File: src/rtl/poly_voice_allocator_macros.svh
// Assertion macros for the voice allocator.
`ifndef POLY_VOICE_ALLOCATOR_MACROS_SVH
`define POLY_VOICE_ALLOCATOR_MACROS_SVH

`ifndef SYNTHESIS
`define PVA_ASSERT_SAME(label, clk, rst_n, ante, cons) \
    label: assert property (@(posedge clk) disable iff (!rst_n) (ante) |-> (cons)) \
        else $error("pva assertion failed");
`define PVA_ASSERT_NEXT(label, clk, rst_n, ante, cons) \
    label: assert property (@(posedge clk) disable iff (!rst_n) (ante) |=> (cons)) \
        else $error("pva assertion failed");
`else
`define PVA_ASSERT_SAME(label, clk, rst_n, ante, cons)
`define PVA_ASSERT_NEXT(label, clk, rst_n, ante, cons)
`endif

`endif

File: src/rtl/pva_pkg.sv
// Shared types and constants of the voice allocator.
package pva_pkg;

    typedef enum logic [1:0] {
        OP_NOTE_ON  = 2'd0,
        OP_NOTE_OFF = 2'd1,
        OP_ALL_OFF  = 2'd2
    } t_op;

    localparam logic [6:0] VEL_FLOOR = 7'd6;
    localparam logic [7:0] LOW_NONE  = 8'hFF;

    typedef struct packed {
        logic [1:0] op;
        logic [6:0] note;
        logic [6:0] velocity;
        logic [7:0] sounding;
    } t_cmd;

    typedef struct packed {
        logic       busy;
        logic [2:0] voice_index;
        logic       snap;
        logic [7:0] release_mask;
    } t_voice_res;

    typedef struct packed {
        logic       busy;
        logic [4:0] held_total;
        logic [7:0] lowest_note;
    } t_held_res;

    typedef enum logic [1:0] {
        ST_IDLE,
        ST_RUN
    } t_top_state;

    typedef enum logic [1:0] {
        V_IDLE,
        V_SCAN,
        V_COMMIT
    } t_voice_state;

    typedef enum logic {
        H_IDLE,
        H_SCAN
    } t_held_state;

endpackage

File: src/rtl/poly_voice_allocator.sv
// Top level of the polyphonic voice allocator: stream ports, sequencer, result register.
// Usage:
// Events enter on the s_ channel: s_tuser holds the operation (note on, note off,
// all notes off), s_tdata the note, velocity and sounding mask. One result per
// event leaves on the m_ channel; m_tuser flags a newly gated voice.
// The glide bit is written on the cfg channel; the user must write it only while
// no event is in flight; the block does not enforce this. o_cfg_ready is always high.
// A note on result waits for the serial voice scan (one voice per cycle through
// one age comparator) plus the commit step; a note off result waits for the voice
// scan or the held-list compaction through its single read port, whichever ends
// later; all notes off and unused codes wait for neither.
// One event is processed at a time; s_tready is low from accept until the result
// is loaded into the output register.
// The output register holds a result while m_tready is low; the next event may
// be accepted meanwhile, and its result waits inside until the register frees.
// Reset clears the held list, voice state, age counter and glide bit; no
// clearing pass is needed.
`include "poly_voice_allocator_macros.svh"
module poly_voice_allocator
    import pva_pkg::*;
#(
    parameter int NUM_VOICES = 8,
    parameter int HELD_DEPTH = 16
) (
    input  logic        i_clk,
    input  logic        i_rst_n,
    input  logic        i_cfg_valid,
    output logic        o_cfg_ready,
    input  logic [0:0]  i_cfg_data,   // glide_enabled
    input  logic        s_tvalid,
    output logic        s_tready,
    input  logic [23:0] s_tdata,      // note[6:0], velocity[13:7], sounding_mask[21:14], zero
    input  logic [1:0]  s_tuser,      // operation
    output logic        m_tvalid,
    input  logic        m_tready,
    output logic [31:0] m_tdata,      // voice_index, snap_pitch, voice_velocity,
                                      // release_mask, held_total, lowest_note
    output logic [0:0]  m_tuser       // voice_valid
);

    t_top_state r_state;
    t_top_state n_state;
    logic       r_glide;
    t_op        r_op;
    logic [6:0] r_vel;
    logic       r_mvalid;
    logic [31:0] r_mdata;
    logic       r_muser;

    t_cmd       w_cmd;
    logic       w_accept;
    logic       w_done;
    logic       w_load;
    logic [6:0] w_ovel;
    t_voice_res w_vres;
    t_held_res  w_hres;

    assign w_cmd.op       = s_tuser;
    assign w_cmd.note     = s_tdata[6:0];
    assign w_cmd.velocity = s_tdata[13:7];
    assign w_cmd.sounding = s_tdata[21:14];

    assign s_tready = (r_state == ST_IDLE);
    assign w_accept = s_tvalid && s_tready;
    assign w_done   = (r_state == ST_RUN) && !w_vres.busy && !w_hres.busy;
    assign w_load   = w_done && (!r_mvalid || m_tready);

    pva_voice_table #(
        .NUM_VOICES(NUM_VOICES)
    ) u_voice (
        .i_clk  (i_clk),
        .i_rst_n(i_rst_n),
        .i_start(w_accept),
        .i_cmd  (w_cmd),
        .i_glide(r_glide),
        .o_res  (w_vres)
    );

    pva_held_list #(
        .HELD_DEPTH(HELD_DEPTH)
    ) u_held (
        .i_clk  (i_clk),
        .i_rst_n(i_rst_n),
        .i_start(w_accept),
        .i_cmd  (w_cmd),
        .o_res  (w_hres)
    );

    always_comb begin
        n_state = r_state;
        unique case (r_state)
            ST_IDLE: begin
                if (w_accept) begin
                    n_state = ST_RUN;
                end
            end
            ST_RUN: begin
                if (w_load) begin
                    n_state = ST_IDLE;
                end
            end
            default: n_state = ST_IDLE;
        endcase
    end

    always_ff @(posedge i_clk) begin
        if (!i_rst_n) begin
            r_state <= ST_IDLE;
        end else begin
            r_state <= n_state;
        end
    end

    assign o_cfg_ready = 1'b1;

    always_ff @(posedge i_clk) begin
        if (!i_rst_n) begin
            r_glide <= 1'b0;
        end else if (i_cfg_valid) begin
            r_glide <= i_cfg_data[0];
        end
    end

    always_ff @(posedge i_clk) begin
        if (w_accept) begin
            r_op  <= t_op'(s_tuser);
            r_vel <= s_tdata[13:7];
        end
    end

    assign w_ovel = ((r_op == OP_NOTE_ON) && (r_vel > VEL_FLOOR)) ? r_vel : VEL_FLOOR;

    always_ff @(posedge i_clk) begin
        if (!i_rst_n) begin
            r_mvalid <= 1'b0;
        end else if (w_load) begin
            r_mvalid <= 1'b1;
        end else if (m_tready) begin
            r_mvalid <= 1'b0;
        end
    end

    always_ff @(posedge i_clk) begin
        if (w_load) begin
            r_muser <= (r_op == OP_NOTE_ON);
            r_mdata <= {w_hres.lowest_note, w_hres.held_total, w_vres.release_mask,
                        w_ovel, w_vres.snap, w_vres.voice_index};
        end
    end

    assign m_tvalid   = r_mvalid;
    assign m_tdata    = r_mdata;
    assign m_tuser[0] = r_muser;

    `PVA_ASSERT_NEXT(a_busy_after_accept, i_clk, i_rst_n, w_accept, !s_tready)
    `PVA_ASSERT_SAME(a_vel_floor, i_clk, i_rst_n, m_tvalid, m_tdata[10:4] >= VEL_FLOOR)
    `PVA_ASSERT_SAME(a_idle_result, i_clk, i_rst_n, m_tvalid && !m_tuser[0],
                     (m_tdata[2:0] == 3'd0) && !m_tdata[3])

endmodule

File: src/rtl/pva_held_list.sv
// Held-note list: append, serial compaction on note off, lowest-note tracking.
module pva_held_list
    import pva_pkg::*;
#(
    parameter int HELD_DEPTH = 16
) (
    input  logic      i_clk,
    input  logic      i_rst_n,
    input  logic      i_start,
    input  t_cmd      i_cmd,
    output t_held_res o_res
);

    localparam int CW = $clog2(HELD_DEPTH + 1);
    localparam int AW = (HELD_DEPTH > 1) ? $clog2(HELD_DEPTH) : 1;
    localparam logic [CW-1:0] DEPTH_C = CW'(HELD_DEPTH);

    logic [6:0]    r_mem [HELD_DEPTH];
    logic [6:0]    r_q;
    logic          r_pv;
    logic [CW-1:0] r_cnt;
    logic [CW-1:0] r_ri;
    logic [CW-1:0] r_wi;
    logic [6:0]    r_min;
    logic          r_has;
    logic [6:0]    r_note;
    t_held_state   r_state;
    t_held_state   n_state;

    logic          w_we;
    logic [AW-1:0] w_waddr;
    logic [6:0]    w_wdata;
    logic          w_append;
    logic          w_keep;
    logic          w_scan_end;

    assign w_append   = i_start && (t_op'(i_cmd.op) == OP_NOTE_ON) && (r_cnt < DEPTH_C);
    assign w_keep     = (r_state == H_SCAN) && r_pv && (r_q != r_note);
    assign w_scan_end = (r_state == H_SCAN) && (r_ri == r_cnt) && !r_pv;

    always_comb begin
        n_state = r_state;
        unique case (r_state)
            H_IDLE: begin
                if (i_start && (t_op'(i_cmd.op) == OP_NOTE_OFF)) begin
                    n_state = H_SCAN;
                end
            end
            H_SCAN: begin
                if (w_scan_end) begin
                    n_state = H_IDLE;
                end
            end
            default: n_state = H_IDLE;
        endcase
    end

    always_comb begin
        w_we    = 1'b0;
        w_waddr = r_cnt[AW-1:0];
        w_wdata = i_cmd.note;
        if (w_append) begin
            w_we = 1'b1;
        end else if (w_keep) begin
            w_we    = 1'b1;
            w_waddr = r_wi[AW-1:0];
            w_wdata = r_q;
        end
    end

    always_ff @(posedge i_clk) begin
        if (!i_rst_n) begin
            r_state <= H_IDLE;
        end else begin
            r_state <= n_state;
        end
    end

    always_ff @(posedge i_clk) begin
        if (w_we) begin
            r_mem[w_waddr] <= w_wdata;
        end
        if ((r_state == H_SCAN) && (r_ri != r_cnt)) begin
            r_q <= r_mem[r_ri[AW-1:0]];
        end
    end

    always_ff @(posedge i_clk) begin
        if (!i_rst_n) begin
            r_cnt <= '0;
            r_has <= 1'b0;
            r_pv  <= 1'b0;
            r_ri  <= '0;
            r_wi  <= '0;
        end else if (r_state == H_IDLE) begin
            if (i_start) begin
                case (t_op'(i_cmd.op))
                    OP_NOTE_ON: begin
                        if (w_append) begin
                            r_cnt <= r_cnt + 1'b1;
                            if (!r_has || (i_cmd.note < r_min)) begin
                                r_min <= i_cmd.note;
                                r_has <= 1'b1;
                            end
                        end
                    end
                    OP_NOTE_OFF: begin
                        r_note <= i_cmd.note;
                        r_ri   <= '0;
                        r_wi   <= '0;
                        r_pv   <= 1'b0;
                        r_has  <= 1'b0;
                    end
                    OP_ALL_OFF: begin
                        r_cnt <= '0;
                        r_has <= 1'b0;
                    end
                    default: ;
                endcase
            end
        end else begin
            // advance read side, check the entry read last cycle
            if (r_ri != r_cnt) begin
                r_ri <= r_ri + 1'b1;
                r_pv <= 1'b1;
            end else begin
                r_pv <= 1'b0;
            end
            if (w_keep) begin
                r_wi <= r_wi + 1'b1;
                if (!r_has || (r_q < r_min)) begin
                    r_min <= r_q;
                    r_has <= 1'b1;
                end
            end
            if (w_scan_end) begin
                r_cnt <= r_wi;
            end
        end
    end

    assign o_res.busy        = (r_state != H_IDLE);
    assign o_res.held_total  = 5'(r_cnt);
    assign o_res.lowest_note = r_has ? {1'b0, r_min} : LOW_NONE;

endmodule

File: src/rtl/pva_voice_table.sv
// Voice table with serial free/oldest scan, age stamping and release.
module pva_voice_table
    import pva_pkg::*;
#(
    parameter int NUM_VOICES = 8
) (
    input  logic       i_clk,
    input  logic       i_rst_n,
    input  logic       i_start,
    input  t_cmd       i_cmd,
    input  logic       i_glide,
    output t_voice_res o_res
);

    localparam int VW = $clog2(NUM_VOICES);
    localparam logic [VW-1:0] LAST_V = VW'(NUM_VOICES - 1);
    localparam logic [7:0] ALL_REL =
        (NUM_VOICES >= 8) ? 8'hFF : 8'((1 << NUM_VOICES) - 1);

    logic [NUM_VOICES-1:0] r_in_use;
    logic [6:0]            r_vnote [NUM_VOICES];
    logic [31:0]           r_vage  [NUM_VOICES];
    logic [31:0]           r_age_ctr;
    logic [VW-1:0]         r_vi;
    t_op                   r_op;
    logic [6:0]            r_note;
    logic [7:0]            r_snd;
    logic                  r_found;
    logic [VW-1:0]         r_free_idx;
    logic [VW-1:0]         r_best_idx;
    logic [31:0]           r_best_age;
    logic [VW-1:0]         r_idx;
    logic                  r_snap;
    logic [7:0]            r_rel;
    t_voice_state          r_state;
    t_voice_state          n_state;

    logic          w_in8;
    logic [2:0]    w_lo3;
    logic          w_sounding;
    logic [VW-1:0] w_slot;
    logic [31:0]   w_age_next;

    assign w_in8      = (32'(r_vi) < 32'd8);
    assign w_lo3      = 3'(r_vi);
    assign w_sounding = w_in8 && r_snd[w_lo3];
    assign w_slot     = r_found ? r_free_idx : r_best_idx;
    assign w_age_next = r_age_ctr + 32'd1;

    always_comb begin
        n_state = r_state;
        unique case (r_state)
            V_IDLE: begin
                if (i_start && ((t_op'(i_cmd.op) == OP_NOTE_ON) ||
                                (t_op'(i_cmd.op) == OP_NOTE_OFF))) begin
                    n_state = V_SCAN;
                end
            end
            V_SCAN: begin
                if (r_vi == LAST_V) begin
                    n_state = (r_op == OP_NOTE_ON) ? V_COMMIT : V_IDLE;
                end
            end
            V_COMMIT: n_state = V_IDLE;
            default:  n_state = V_IDLE;
        endcase
    end

    always_ff @(posedge i_clk) begin
        if (!i_rst_n) begin
            r_state <= V_IDLE;
        end else begin
            r_state <= n_state;
        end
    end

    always_ff @(posedge i_clk) begin
        if (!i_rst_n) begin
            r_in_use  <= '0;
            r_age_ctr <= '0;
            r_idx     <= '0;
            r_snap    <= 1'b0;
            r_rel     <= '0;
            for (int i = 0; i < NUM_VOICES; i++) begin
                r_vnote[i] <= '0;
                r_vage[i]  <= '0;
            end
        end else begin
            unique case (r_state)
                V_IDLE: begin
                    if (i_start) begin
                        r_op       <= t_op'(i_cmd.op);
                        r_note     <= i_cmd.note;
                        r_snd      <= i_cmd.sounding;
                        r_vi       <= '0;
                        r_found    <= 1'b0;
                        r_free_idx <= '0;
                        r_best_idx <= '0;
                        r_best_age <= '1;
                        r_idx      <= '0;
                        r_snap     <= 1'b0;
                        r_rel      <= '0;
                        if (t_op'(i_cmd.op) == OP_ALL_OFF) begin
                            r_in_use <= '0;
                            r_rel    <= ALL_REL;
                        end
                    end
                end
                V_SCAN: begin
                    if (r_op == OP_NOTE_ON) begin
                        if (!r_found && !w_sounding && !r_in_use[r_vi]) begin
                            r_found    <= 1'b1;
                            r_free_idx <= r_vi;
                        end
                        if (r_vage[r_vi] < r_best_age) begin
                            r_best_age <= r_vage[r_vi];
                            r_best_idx <= r_vi;
                        end
                    end else if (r_in_use[r_vi] && (r_vnote[r_vi] == r_note)) begin
                        r_in_use[r_vi] <= 1'b0;
                        if (w_in8) begin
                            r_rel[w_lo3] <= 1'b1;
                        end
                    end
                    if (r_vi != LAST_V) begin
                        r_vi <= r_vi + 1'b1;
                    end
                end
                V_COMMIT: begin
                    r_snap           <= !r_in_use[w_slot] || !i_glide;
                    r_in_use[w_slot] <= 1'b1;
                    r_vnote[w_slot]  <= r_note;
                    r_vage[w_slot]   <= w_age_next;
                    r_age_ctr        <= w_age_next;
                    r_idx            <= w_slot;
                end
                default: ;
            endcase
        end
    end

    assign o_res.busy         = (r_state != V_IDLE);
    assign o_res.voice_index  = 3'(r_idx);
    assign o_res.snap         = r_snap;
    assign o_res.release_mask = r_rel;

endmodule
File: config.mk
export PLATFORM = sky130hd
export DESIGN_NAME = poly_voice_allocator
export DESIGN_NICKNAME = d
export VERILOG_FILES = /design/src/rtl/pva_pkg.sv /design/src/rtl/poly_voice_allocator.sv /design/src/rtl/pva_held_list.sv /design/src/rtl/pva_voice_table.sv
export VERILOG_INCLUDE_DIRS = /design/src /design/src/rtl
export SDC_FILE = /design/constraint.sdc
export NUM_CORES = 1
export LEC_CHECK = 0
export BUFFER_PORTS_ARGS = -buffer_cell sky130_fd_sc_hd__buf_2
export CAP_MARGIN = 20
export CORE_MARGIN = 10
export CORE_UTILIZATION = 50
export DETAILED_ROUTE_END_ITERATION = 12
export PLACE_DENSITY = 0.66
export SLEW_MARGIN = 10
export SYNTH_ARGS = -nofsm -noshare
export SYNTH_HDL_FRONTEND = slang
export SYNTH_HIERARCHICAL = 1
export SYNTH_SLANG_ARGS = --single-unit
File: constraint.sdc
create_clock -name i_clk -period 9.1 [get_ports i_clk]
set_input_delay 1.365 -clock i_clk [delete_from_list [all_inputs] [get_ports i_clk]]
set_output_delay 1.365 -clock i_clk [all_outputs]
set_load 0.05 [all_outputs]
## Word level (Yosys, flattened, before mapping)

Memories as Yosys holds them, arrays and structs flattened. A register that Yosys moved wholly into a read port is not among the register bits.
Index checks and enable logic that the tools add are counted.

| operators by class | value |
|---|---|
| equality and inequality tests | 29 |
| reduce and logical (&&, ||, !) cells | 70 |
| multiplexer cells | 102 |
| bitwise gates (word level) | 5 |
| add/subtract/negate cells | 5 |
| order comparisons | 9 |

Operators by type and width:

| operator | number |
|---|---|
| 32-bit two-way mux | 4 |
| 8-bit two-way mux | 9 |
| 7-bit two-way mux | 10 |
| 32-bit case mux with 2 select lines | 1 |
| 5-bit two-way mux | 10 |
| 3-bit two-way mux | 11 |
| 32-bit by 1-bit adder with 32-bit output (second input constant) | 1 |
| 32-bit less-than comparator | 1 |
| 1-bit two-way mux | 32 |
| 32-bit OR reduction | 1 |
| 3-bit case mux with 2 select lines | 4 |
| 8-bit case mux with 3 select lines | 1 |
| 2-bit by 1-bit inequality test with 1-bit output (second input constant) | 10 |
| 1-bit logical AND | 19 |
| 2-bit nonzero test | 9 |
| 8-bit bitwise OR | 2 |
| 8-bit case mux with 2 select lines | 1 |
| 4-bit AND reduction | 4 |
| 5-bit by 1-bit adder with 5-bit output (second input constant) | 3 |
| 5-bit AND reduction | 3 |
| 7-bit less-than comparator | 2 |
| 2-bit inequality test (second input constant) | 6 |
| 1-bit logical NOT | 10 |
| 2-bit logical NOT | 5 |
| 33 further kinds | 61 |

| storage, ports and cells | value |
|---|---|
| word-level logic and storage cells | 254 |
| output and inout port bits | 36 |
| RAM bits | 424 |
| input port bits | 32 |
| memories kept | 3 |
| flip-flop bits (word level) | 191 |

Memory list:

| name | words | width | read ports | clocked after Yosys merged registers in | write ports | line | source |
|---|---|---|---|---|---|---|---|
| u_voice.r_vage | 8 | 32 | 1 | 1 | 8 | pva_voice_table.sv:22 | `logic [31:0] r_vage [NUM_VOICES];` |
| u_held.r_mem | 16 | 7 | 1 | 1 | 1 | pva_held_list.sv:18 | `logic [6:0] r_mem [HELD_DEPTH];` |
| u_voice.r_vnote | 8 | 7 | 1 | 1 | 8 | pva_voice_table.sv:21 | `logic [6:0] r_vnote [NUM_VOICES];` |

## Longest topological paths before layout

Gate-level depths: netlist of the first run.

| logic depth | value |
|---|---|
| depth in word-level cells | 9 |
| depth in mapped cells | 14 |
| mapped depth without buffers | 10 |

## Cells and area by module

The synthesis of the first run kept the hierarchy.

Modules (own cells, without submodules):

| module | instances | seq. area each (sq um) | cells each | area an instance (sq um) |
|---|---|---|---|---|
| pva_voice_table | 1 | 12281.8 | 1473 | 19560.0 |
| pva_held_list | 1 | 4354.2 | 455 | 6882.9 |
| poly_voice_allocator | 1 | 1321.3 | 69 | 1468.9 |

## Worst setup path after synthesis of the first run

Ideal clock, no wire load.

| timing | value |
|---|---|
| kind | register to register |
| from | register with a tool-made name |
| to | register u_voice.r_best_age[0] (enable) |
| stages on the path, launching flop included | 15 |
| buffers on the path | 4 |
| setup time | 0.439 ns |
| arrival time | 5.357 ns |
| path slack | 3.304 ns |
| clock period less this slack | 5.796 ns |
| required time | 8.661 ns |
| cell sequence | dfxtp_1 -> buf_6 -> buf_12 -> clkbuf_1 -> buf_1 -> mux4_2 -> mux2_2 -> ha_1 -> a21o_1 -> a21oi_1 -> nand3_1 -> a31o_2 -> a221oi_1 -> o31ai_1 -> a21oi_1 |

RTL lines:

| element | line | source |
|---|---|---|
| to (signal assigned) | pva_voice_table.sv:116 | `r_best_age <= r_vage[r_vi];` |
| to (decl) | pva_voice_table.sv:31 | `logic [31:0] r_best_age;` |

==> results of run 1 <==
## routing by layer
metal  track usage [%]  wire length (um)
met1              26.2             27200
met2              30.3             29500
met3              3.70              5050
met4              5.77              1280
met5                 0                 0
## cell families (layout without fill, tap and decap cells)
logic type,count (synthesis),after routing
adder cells (fa/ha/maj),56,56
AND/OR/NAND/NOR,674,674
flip-flops,624,624
XOR/XNOR,82,82
multiplexers,177,177
AO/OA/AOI/OAI,203,203
other,1,1
buffers and inverters,180,302
## critical path: stages, from the launching register on
cell and delay (ns):
dfxtp_4 0.83, buf_4 0.55, mux4_2 0.58, mux2_2 0.30, ha_1 0.29, a21o_1 0.18, a21o_1 0.17, a211oi_1 0.22
o21ai_0 0.12, a221oi_1 0.48, o31ai_1 0.28, a21oi_4 0.46, buf_4 0.49
## flip-flops by register name, indices dropped and copies added (netlist names), 3 cells and up, named ones only
register and count:
m_tdata 32, r_vel 7, u_held/r_cnt 5, u_held/r_mem 112, u_held/r_min 7, u_held/r_note 7, u_held/r_q 7, u_held/r_ri 5
u_held/r_wi 5, u_voice/r_age_ctr 32, u_voice/r_best_age 32, u_voice/r_best_idx 3, u_voice/r_free_idx 3, u_voice/r_idx 3, u_voice/r_in_use 8, u_voice/r_note 7
u_voice/r_rel 8, u_voice/r_snd 8, u_voice/r_vage 256, u_voice/r_vi 3, u_voice/r_vnote 56
## per-stage QoR
step	std cells	utilization (%)	setup slack (ns)
after floorplan	1997	-	3.30
after global placement	2740	52.7	3.58
after detailed placement	2742	52.7	3.56
after CTS	2864	56.5	3.52
after global routing	2867	56.5	3.30
final	2867	56.5	3.67
## power groups by stage
stage	Clock, W	Combinational (W)	Sequential (W)
2_1_floorplan	0	0.000345	0.00332
3_3_place_gp	0	0.000491	0.00332
3_5_place_dp	0	0.000500	0.00332
4_1_cts	0.00262	0.000503	0.00326
5_1_grt	0.00274	0.000542	0.00327
6_report	0.00256	0.000500	0.00326
## worst paths after layout
check / from / endpoint / slack (ns) / cells past startpoint
max: flip-flop / u_voice/r_best_age[4] / 3.67 / 12
min: u_voice/r_rel[7] / m_tdata[18] / 0.44 / 0
max reg2reg: flip-flop / u_voice/r_best_age[4] / 3.67 / 12
min reg2reg: u_voice/r_rel[7] / m_tdata[18] / 0.44 / 0
## Yosys cell counts (4+ instances only)
master    instances  share of area [%]
and3_1           11               0.25
nor2_1          322                4.3
a221oi_1          7               0.22
a21oi_1          51               0.91
ha_1             56                2.5
mux4_1            5               0.47
nand2b_1         18               0.40
o21ai_0          34               0.61
nor3_1           20               0.36
o31ai_1           5               0.13
xnor2_1          24               0.75
mux4_2          101                8.1
a31oi_1           6               0.13
and2_1           79                1.8
inv_1            71               0.95
buf_4             5               0.13
a211oi_1         21               0.56
buf_2            11               0.20
dfxtp_1          78                5.6
or3_1             8               0.18
nand4_1          21               0.47
buf_1            16               0.22
o21a_1            8               0.22
o32ai_1           9               0.28
clkbuf_1         72               0.97
or2_2            36               0.81
buf_6             4               0.16
o22ai_1          13               0.29
or4_1             4               0.11
mux2i_1          20               0.72
nand2_1          81                1.1
nor4_1            4              0.090
xor2_1           56                1.8
nor2b_1          16               0.36
edfxtp_1        546                 59
mux2_2           51                2.1
a21o_1           13               0.35
nand3_1          40               0.72
a22o_1            7               0.22
## final cells by class
cell class | count | share of cell area (%)
sequential | 624 | 57.6
clock buffer | 90 | 5.98
tap | 748 | 3.00
clock inverter | 32 | 0.650
inverter | 71 | 0.855
timing repair buffer | 109 | 2.09
multi-input combinational | 1193 | 29.8
==> flow_summary.yaml, run 1 <==
finish:
  layout_commonest_cell: "edfxtp_1"
  areaGrowthSynthToFinish_pct: 11.7
  regArea_um2: 18000
  multiInputGateArea_um2: 9290
  fillers: 4360
  drive_above_1_share_pct: 19.8
  nets: 2154
  layout_common_cells: "edfxtp_1 (546), nor2_1 (322), mux4_2 (101)"
  num_antenna_cells: 0
  fin_area_um2: 31200
yosys:
  synth_top_family_by_area: "simple AND/OR/NAND/NOR gates"
  synth_nets: 2085
  synth_fa_ha_area_share_pct: 2.51
  synth_simple_gate_area_share_pct: 11.4
  synth_flop_cell: "edfxtp_1"
  syn_area_um2: 27900
  synth_edf_count: 546
  muxShareOfSynthArea_pct: 11.4
  yosysWarnings: 6
  async_flop_share_pct: 0
  yosysUniqueCellTypes: 71
  synth-compound-area-share_pct: 4.98
  synth_cells: 1997
  ys_seq_area_share_pct: 64.3
  synthXorXnorAreaFrac_pct: 2.63
  yosys_register_bits: 624
  postSynthAreaPerCell_um2: 14.0
timing:
  hold_viol: 0
  drv_slew: 0
  fin_setup_tns_ns: 0
  tightest_slew_ns: 1.09
  period_share_pct: 59.7
  rsz0062_at_grt: "no"
  fin_skew_ns: 0.0226
  fin_crit_ns: 5.43
  setup_viol: 0
  max_freq_mhz: 184
  max-slew-margin-rel_pct: 26.8
  holdWs_ns: 0.435
global_route:
  track_usage_pct: 19.0
  grt_pass1_wl_um: 97300
  grt_max_degree: 56
  grt_pass1_vias: 16800
  antenna_found_initial: 0
  overflow: 0
setup_path:
  cp-start-kind: "flip-flop"
  critPathMaxFanout: 36
  worstPathArrival_ns: 5.66
  worstSetupPathType: "reg -> reg"
  required_ns: 9.33
  end_kind: "flip-flop"
die:
  io_pins: 68
  num_rows: 86
  die-height_um: 256
  start_util_pct: 50.6
  core_area_um2: 55200
  die_w_um: 256
  dieArea_um2: 65700
power:
  power.leakage_nw: 10.7
  intPower_w: 0.00488
  switching_power_w: 0.00145
  peakVddDrop_uv: 159
  p_comb_share_pct: 7.9
  p_per_area_nw_per_um2: 203
  clkPwrFrac_pct: 40.5
  netSwitchingFraction_pct: 22.9
  power.total_w: 0.00632
  seq_power_share_pct: 51.6
job:
  max-cap-violations: 0
run_status:
  status: "completed"
cts:
  htree_levels: 3
  clk_path_buf_depth: 3
  clkTransAtPathRegs_ns: 0.06
  clock-root-buffer: "clkbuf_16"
  ctsHoldBuffers: 0
  cts_tree: "yes"
  ctsResizeCount: 0
  postCtsSetupRepairBufs: 0
  clock_latency_ns: 0.60
  cts_buffers: 67
  clkSinkCount: 624
routing:
  drcViolationCount: 0
  detail_route.wl_per_cell_um: 22.0
  antenna_left: 0
  drtIter0Drc: 1411
  viasPerCell: 5.78
  wirelength_um: 63100
  drtPass1Iterations: 5
  vias: 16600
place:
  io_buffers: 64
  gp_congestion: 0.839
  dpl.hpwl_um: 37200
  placed_cell_area_um2: 29100
min_path:
  hold_class: "reg -> reg"
Note: power is estimated with default switching activity, not from simulation.
==> run 2, diff against run 1 <==
==> constraint.sdc (replaced) <==
create_clock -name i_clk -period 5.6 [get_ports i_clk]
set_input_delay 0.84 -clock i_clk [delete_from_list [all_inputs] [get_ports i_clk]]
set_output_delay 0.84 -clock i_clk [all_outputs]
set_load 0.05 [all_outputs]
==> run 2 against run 1 <==
- first-iteration DRC count rose by 11%
- cell area rose by 0.92%
- routed wire length rose by 3.9%
- worst hold slack got worse by 0.017 ns
- non-clock buffer count rose by 5
- clock power rose by 79%
- count of clock-buffer cells in the layout rose by 6
- global-route usage rose by 0.79 points
- sequential power rose by 63%
- utilization rose by 0.52 points
- critical path type unchanged
- highest routed layer unchanged
==> flow_summary.yaml, run 2 (synthesis gave the netlist of run 1 again) <==
setup_path:
  path_delay_family: "compound AO/OA/AOI/OAI gates"
  slowest_stage: "dfxtp_4"
  required_ns: 5.85
  crit_buf_inv: 1
  critPathMaxFanout: 27
  path_cells: "mux4_2 -> mux2_2 -> ha_1 -> a21o_1 -> a21oi_1 -> nand2b_1 -> a31o_2 -> a221oi_1 -> o31ai_1 -> a21oi_4 -> buf_4"
  worstSetupPathType: "reg -> reg"
  end_kind: "flip-flop"
  cp-start-kind: "flip-flop"
  worstPathArrival_ns: 4.72
  critPathMaxStageDelay_ns: 0.75
  reg2reg_setup_slack_ns: 1.12
  r2r_cells: 11
  r2r_end: "u_voice/r_best_age[12]"
timing:
  holdWs_ns: 0.418
  setup_ws_ns: 1.12
  setup_viol: 0
  fin_setup_tns_ns: 0
  rsz0062_at_grt: "no"
  fin_skew_ns: 0.0259
  hold_viol: 0
  max-slew-margin-rel_pct: 26.4
  drv_slew: 0
  period_share_pct: 80.0
  max_freq_mhz: 223
  tightest_slew_ns: 1.08
  fin_crit_ns: 4.48
cts:
  cts_tree: "yes"
  clock-root-buffer: "clkbuf_16"
  clkTransAtPathRegs_ns: 0.06
  clock_latency_ns: 0.60
  htree_levels: 3
  cts_buffers: 68
  ctsHoldBuffers: 0
  clk_path_buf_depth: 3
  ctsResizeCount: 0
  clkSinkCount: 624
  postCtsSetupRepairBufs: 0
global_route:
  grt_max_degree: 48
  overflow: 0
  grt_pass1_wl_um: 101000
  track_usage_pct: 19.8
  antenna_found_initial: 0
  grt_pass1_vias: 17300
finish:
  layout_common_cells: "edfxtp_1 (546), nor2_1 (322), mux4_2 (101)"
  final_core_util_pct: 57.0
  layout_commonest_cell: "edfxtp_1"
  fillers: 4294
  areaGrowthSynthToFinish_pct: 12.7
  num_antenna_cells: 0
  drive_above_1_share_pct: 20.3
  largest_register: "u_voice/r_vage"
  reg_top3: "u_voice/r_vage x256, u_held/r_mem x112, u_voice/r_vnote x56"
  nets: 2160
  fin_area_um2: 31500
  largest_register_ffs: 256
die:
  die_w_um: 256
  io_pins: 68
  core_area_um2: 55200
  start_util_pct: 50.6
  dieArea_um2: 65700
  die-height_um: 256
  num_rows: 86
routing:
  detail_route.wl_per_cell_um: 22.8
  antenna_left: 0
  drtIter0Drc: 1572
  wirelength_um: 65500
  viasPerCell: 5.82
  drtPass1Iterations: 5
  vias: 16700
  drcViolationCount: 0
place:
  gp_congestion: 0.856
  post-place-ws_ns: 1.07
  placed_cell_area_um2: 29100
  dpl.hpwl_um: 39700
  io_buffers: 64
min_path:
  hold_class: "in -> reg"
  worstHoldStart: "s_tdata[9]"
  hold-path-endpoint: "r_vel[2]"
  min_path_cells: 1
run_status:
  status: "completed"
power:
  power.leakage_nw: 10.9
  p_per_area_nw_per_um2: 341
  peakVddDrop_uv: 264
job:
  max-cap-violations: 0
[run 2: cell count changes in the layout (fill, tap and decap cells not counted), moves of 4 or more]
cell and delta:
buf_4 +4, bufinv_16 +6, clkbuf_16 +4, clkinv_1 -10, clkinv_2 +4
[run 2: worst max-delay path by stage]
stage / startpoint / end / slack [ns] / cells after the start
3_5_place_dp: flip-flop / u_voice/r_best_age[9] / 1.07 / 11
5_1_grt: flip-flop / u_voice/r_best_age[2] / 0.87 / 11
3_3_place_gp: flip-flop / u_voice/r_best_age[9] / 1.11 / 11
6_report: flip-flop / u_voice/r_best_age[12] / 1.12 / 11
2_1_floorplan: flip-flop / u_voice/r_best_age[0] / 0.50 / 14
4_1_cts: flip-flop / u_voice/r_best_idx[1] / 1.05 / 11
[run 2: metal layers]
layer	track usage, %	wire length [um]
met5	0	0
met4	6.60	1440
met3	3.58	4950
met2	31.6	30900
met1	27.2	28200
[run 2: cell type report]
| class | instances | area (um^2) | area share (%) |
|---|---|---|---|
| multi-input cells | 1193 | 9280 | 29.5 |
| repair buffers | 114 | 701 | 2.23 |
| well taps | 748 | 936 | 2.97 |
| inverters | 71 | 267 | 0.847 |
| flip-flops and latches | 624 | 18000 | 57.1 |
| clock inverters | 30 | 354 | 1.13 |
| clock buffers | 96 | 1960 | 6.24 |
[run 2: stage by stage]
stage	total power, W	cells
floorplan	0.00596	1997
detailed placement	0.00623	2747
finish	0.0107	2876
global route	0.0111	2876
global placement	0.00620	2745
CTS	0.0108	2873
[run 2: where the power goes]
| part | total (W) | switching, W | leakage (nW) | internal [W] |
|---|---|---|---|---|
| combinational | 0.000827 | 0.000496 | 3.80 | 0.000331 |
| clock | 0.00459 | 0.00181 | 1.14 | 0.00278 |
| sequential | 0.00531 | 0.000102 | 5.92 | 0.00521 |
| total | 0.0107 | 0.00241 | 10.9 | 0.00832 |
